$ cat config.mk
export PLATFORM = sky130hd
export DESIGN_NAME = ipf_cell
export DESIGN_NICKNAME = d
export VERILOG_FILES = /design/src/design/ipf_pkg.sv /design/src/design/ipf_cell.sv
export SDC_FILE = /design/constraint.sdc
export NUM_CORES = 1
export LEC_CHECK = 0
export BUFFER_PORTS_ARGS = -buffer_cell sky130_fd_sc_hd__buf_4
export CORE_ASPECT_RATIO = 1.2
export CORE_MARGIN = 10
export CORE_UTILIZATION = 32
export DETAILED_ROUTE_END_ITERATION = 8
export HOLD_SLACK_MARGIN = 0.03
export PLACE_DENSITY_LB_ADDON = 0.05
export SETUP_SLACK_MARGIN = 0.15
export SYNTH_ARGS = -nofsm -noshare
export SYNTH_HDL_FRONTEND = slang
export SYNTH_SLANG_ARGS = --single-unit
$ cat constraint.sdc
create_clock -name clk -period 6 [get_ports clk]
set_input_delay 0.3 -clock clk [delete_from_list [all_inputs] [get_ports clk]]
set_output_delay 0.3 -clock clk [all_outputs]
set_load 0.02 [all_outputs]
$ cat src/design/ipf_pkg.sv
// ----------------------------------------------------------------------------
// ipf_pkg
// Shared constants and types of the IPv4 prefix filter.
// ----------------------------------------------------------------------------
package ipf_pkg;

  localparam int RULE_SLOTS = 256;

  localparam logic [15:0] ETHERTYPE_IPV4 = 16'h0800;
  localparam logic [31:0] LOOPBACK_ADDR  = 32'h7F00_0001;
  localparam logic [7:0]  IPP_ICMP       = 8'd1;
  localparam logic [7:0]  IPP_TCP        = 8'd6;
  localparam logic [7:0]  IPP_UDP        = 8'd17;
  localparam logic [5:0]  MAX_PLEN       = 6'd32;

  localparam logic OP_BYTE  = 1'b0;
  localparam logic OP_WRITE = 1'b1;

  localparam logic [1:0] REASON_PASS   = 2'd0;
  localparam logic [1:0] REASON_DROP   = 2'd1;
  localparam logic [1:0] REASON_NON_IP = 2'd2;

  typedef struct packed {
    logic        valid;
    logic [31:0] prefix;
    logic [5:0]  plen;
    logic [7:0]  proto;
    logic [15:0] port;
  } rule_t;

  typedef struct packed {
    logic        valid;
    logic        found;
    logic [5:0]  plen;
    logic [7:0]  proto;
    logic [15:0] port;
  } match_t;

endpackage

$ cat src/design/ipf_cell.sv
// ----------------------------------------------------------------------------
// ipf_cell
// One rule slot: holds its rule and updates the best match passing through.
// ----------------------------------------------------------------------------
module ipf_cell (
  input  logic           clk,
  input  logic           rst,
  input  logic           wr_en,
  input  ipf_pkg::rule_t wr_rule,
  input  logic [31:0]    dest,
  input  ipf_pkg::match_t din,
  output ipf_pkg::match_t dout
);

  ipf_pkg::rule_t rule;
  logic [31:0]    mask;
  logic           hit;
  logic           take;

  always_comb begin
    mask = ~(32'hFFFF_FFFF >> rule.plen);
    hit  = rule.valid && (((rule.prefix ^ dest) & mask) == 32'd0);
    take = hit && (!din.found || (rule.plen > din.plen));
  end

  always_ff @(posedge clk) begin
    if (rst) begin
      rule.valid <= 1'b0;
    end else if (wr_en) begin
      rule.valid <= wr_rule.valid;
    end
    if (wr_en) begin
      rule.prefix <= wr_rule.prefix;
      rule.plen   <= (wr_rule.plen > ipf_pkg::MAX_PLEN) ? ipf_pkg::MAX_PLEN : wr_rule.plen;
      rule.proto  <= wr_rule.proto;
      rule.port   <= wr_rule.port;
    end
  end

  always_ff @(posedge clk) begin
    if (rst) begin
      dout.valid <= 1'b0;
    end else begin
      dout.valid <= din.valid;
    end
    if (take) begin
      dout.found <= 1'b1;
      dout.plen  <= rule.plen;
      dout.proto <= rule.proto;
      dout.port  <= rule.port;
    end else begin
      dout.found <= din.found;
      dout.plen  <= din.plen;
      dout.proto <= din.proto;
      dout.port  <= din.port;
    end
  end

endmodule

# == Word level (Yosys, flattened, before mapping) ==
# Index checks and enable logic that the tools add are counted.
# op_classes
magnitude_cmp,2
n_shift,1
muxes,1
bitwise_logic,3
reduce_logical,5
# op_table
cell,n
bitwise AND 32 bit,1
zero test 32 bit,1
NOT 32 bit,1
right shift 32 x 6 -> 32 bit (first input constant),1
XOR 32 bit,1
2-to-1 mux 30 bit,1
greater-than comparator 6 bit,1
greater-than comparator 6 bit (second input constant),1
logical AND 1 bit,2
zero test 1 bit,1
logical OR 1 bit,1
# totals
ff_bits,95
input_bits,130
out_inout_bits,32
elab_cells,22

# == Longest topological paths before layout ==
# logic_depth
depth_word,7
mapped_depth,11
mapped_depth_nobuf,9

# == Worst setup path after synthesis ==
# OpenSTA, ideal clock, no wires.
# synth_path
path_type,register to register
start,register rule[28] in the netlist's numbering
end,register dout[0] in the netlist's numbering
setup_time_ns,0.121
arrival_ns,2.211
required_ns,5.879
setup_slack_ns,3.668
stages_incl_launch_ff,10
n_path_buf,2
synth_period_minus_slack_ns,2.332
path_cell_list,edfxtp_1 -> buf_2 -> or3_4 -> o21ai_1 -> o21ai_1 -> a2111oi_2 -> o221a_2 -> nand4_2 -> buf_6 -> mux2_4
# synth_via
elab_chain_cells,7
word_cells_on_any_way,9
classes_between,order compare: 1; shift: 1; mux: 1; bitwise: 2; reduce/logical: 4
# synth_lines
element,line_no,text
start: declaration,ipf_cell.sv:15,ipf_pkg::rule_t rule;
right shift 32 x 6 -> 32 bit,ipf_cell.sv:21,mask = ~(32'hFFFF_FFFF >> rule.plen);
NOT 32 bit,ipf_cell.sv:21,
bitwise AND 32 bit,ipf_cell.sv:22,hit = rule.valid && (((rule.prefix ^ dest) & mask) == 32'd0);
zero test 32 bit,ipf_cell.sv:22,
logical AND 1 bit,ipf_cell.sv:22,
logical AND 1 bit (*),ipf_cell.sv:23,take = hit && (!din.found || (rule.plen > din.plen));
2-to-1 mux 30 bit (*),ipf_cell.sv:46,if (take) begin
end: declaration,ipf_cell.sv:12,output ipf_pkg::match_t dout
# Mark *: on every way between the ends. The rest lies on a longest branch, timed or not.
# A chain may end at the register's enable or synchronous reset.

# == Worst setup path in the final report ==
# layout_path
start,register rule[27] in the netlist's numbering
end,register dout[5] in the netlist's numbering
# The elaborated chain is that of the path after synthesis.

==> impl_results.md <==
* Global-route wire length before repair at between 15 and 20 mm
* Post-synth EDFFs at 62
* R2R setup slack at roughly 3.2 ns
* Reg clk slew, reported paths at 0.07 ns
* CTS tree: yes
* Outcome: complete, no violations
* Final Cycle Share at 0.468
* Hold path start: rst
* Layout cells sized above 1 at 0.483
* Remaining Overflow, GRT at 0
* Clk_skew at between 0.008 and 0.009 ns
* Full die area at around 0.017 mm^2
* Diodes inserted at 0
* WL/cell at around 17 um
* Die H at between 100 and 150 um
* Final instance area at around 0.0056 mm^2
* Row count at 44
* Count leader, synth: edfxtp_1
* Largest net degree at the start of global routing at 64
* Hold Path End: rule[62]
* Synthesized net count at about 400
* Worst r2r dst: dout[5]
* Maximum root-to-sink buffer count at 2
* Area growth from synthesis to layout at 42.5%
* Fmax at about 360 MHz
* Pwr per Cell Area at 281 mW/mm^2
* Clock share of power at 0.382
* Synth warnings at 0
* Core region area at roughly 0.012 mm^2
* Resized cells post-CTS at 0
* Syn Area/Cell at approximately 15 um^2
* Critical path arrival at 3.04 ns
* Synthesis-stage register bit count at 95
* # IOs at ~160
* Synth cell count leaders: 62 x edfxtp_1, 33 x dfxtp_1, 28 x mux2_4
* Leakage power at about 0.0024 uW
* Combinational share of power at 0.127
* ANT nets after route at 0
* Post-CTS Hold Buffers at 0
* Vias in the first global route at between 2,000 and 3,000
* Critical Path Sink Type: flop
* Cell taking the most area after synthesis: edfxtp_1
* Unrepaired setup endpoints after global routing: false
* DR iter-0 viols at between 100 and 150
* Final worst path period need at between 2 and 3 ns
* Final Hold Fails at 0
* Worst-path maximum fanout at 30
* CTS buffer count at 9
* Die Wd at ~120 um
* Switch share at 0.224
* Final setup TNS at 0 ns
* Placed inst area at 0.00528 mm^2
* DP HPWL at roughly 8 mm
* DR vias at approximately 2,700
* Post-Syn Area at between 0.003 and 0.004 mm^2
* Synth unique cells at 39
* Max cap viols at 0
* Gr usage total at 0.117
* Primary FF master, synth: edfxtp_1
* Clk Latency, worst-skew pair at approximately 0.35 ns
* 1st-pass router iterations at 4
* Launching point of the worst reg2reg path: rule[27]
* Int Pwr at roughly 1200 uW
* Synth top area cells: edfxtp_1 47%, dfxtp_1 17%, mux2_4 11%, xnor2_1 4.7%, xor2_1 2.5%
* Asr flop ratio synth at 0
* Switch Pwr at 353 uW
* Setup violations, final at 0
* Peak supply drop at 0.130 mV
* H-Tree Depth at 3
* Crit Path Category: reg -> reg
* RePlAce Congestion at 0.846
* Max-slew violations at 0
* Seq pwr share at 0.491
* Post-CTS Setup Bufs at 0
* Port Buffers at roughly 160
* Slew @ Worst Pin at about 0.84 ns
* Seq/Total Area, Yosys at 0.642
* Yosys top cell area share at 0.474
* Hold crit path type: in -> reg
* Total wire length at 10.3 mm
* Worst rel slew slack at 0.439
* Root buf cell: clkbuf_16
* Hold Path Depth at 2
* Initial Utilization at 0.326
* CP Launch Type: flop
* Initial antenna violation count at 0
* Fin nets at about 570
* Worst reg-to-reg path cell count at 8
* Data required time of the worst path at roughly 6.2 ns
* Clk sinks at 95
* DR vias/cell at around 4.4
* DRC at 0
* Synthesized instance count at 268
[kinds of logic (layout without fill, tap and decap cells)]
kind of cell / Yosys count / in the layout / synth area share
DFF: 95 / 95 / 0.642
AOI/OAI and AO/OA: 42 / 42 / 0.0691
and+or+nand+nor: 41 / 41 / 0.0567
xor gates and xnor gates: 32 / 32 / 0.0713
muxes: 31 / 31 / 0.115
buffers and inverters: 20 / 187 / 0.0251
adders and majority gates: 7 / 7 / 0.0216
[worst max-delay path, cell delays in order, from the launching register on]
cell and delay (ns):
edfxtp_1 0.62, or3_4 0.48, o21ai_1 0.12, o21ai_1 0.10, a2111oi_2 0.35, o221a_2 0.27
nand4_2 0.07, buf_4 0.30, mux2_4 0.36
[registers in the layout (all words and copies together) (netlist names)]
signal  flops
dout       32
rule       63
[per-stage QoR]
stage	worst slack [ns]	util	cells	total power, uW	hold slack (ns)
2_1_floorplan	3.67	-	268	872	0.372
3_3_place_gp	3.22	0.438	580	988	0.453
3_5_place_dp	3.17	0.438	580	991	0.459
4_1_cts	3.16	0.465	596	1600	0.111
5_1_grt	2.90	0.465	596	1650	0.109
6_report	3.19	0.465	596	1580	0.119
[cells in the final DEF, fill, tap and decap left out, drive strengths merged]
master   instances
o41ai            1
a21o             1
clkbuf          12
ha               6
or3              1
nand3            1
o22a             1
nand2            4
o2111ai          1
o221a            1
nand2b           1
and3             2
nand4            4
o21ai           10
nor4             2
a211oi           3
dfxtp           33
xnor2           21
nor2            10
mux2            28
mux2i            3
maj3             1
o22ai            1
a31oi            2
a2111oi          4
nor2b            7
buf            162
inv             10
nor3             8
nor3b            1
bufinv           1
edfxtp          62
clkinv           2
xor2            11
a31o             1
o211ai           2
a21oi           14
[layout make-up]
cell class                 count  area (um^2)
fill                        1116         6450
sequential                    95         2520
multi-input combinational    153         1310
timing repair buffer         162         1220
clock buffer                  12          268
tap                          161          201
clock inverter                 4         50.0
inverter                       9         33.8
[per-layer routing]
| metal | part of all wire | up-vias | track usage |
|---|---|---|---|
| li1 | - | 1310 | - |
| met1 | 0.42 | 1233 | 0.135 |
| met2 | 0.50 | 97 | 0.192 |
| met3 | 0.068 | 11 | 0.0425 |
| met4 | 0.014 | 0 | 0.0490 |
| met5 | 0 | - | 0 |
[how the worst max path moves through the flow]
stage	slack [ns]	endpoint	start
global placement	3.22	dout[6]	rule[27]
floorplan	3.67	dout[0]	rule[28]
global route	2.90	dout[9]	rule[27]
finish	3.19	dout[5]	rule[27]
detailed placement	3.17	dout[16]	rule[27]
CTS	3.16	dout[5]	rule[27]
[power by group through the flow]
stage	registers (uW)	logic, uW	clock network, uW
6_report	773	199	602
5_1_grt	778	219	650
4_1_cts	774	204	618
3_5_place_dp	788	203	0
3_3_place_gp	786	202	0
2_1_floorplan	789	83.2	0
No activity file was read; power rests on OpenSTA's default activity.
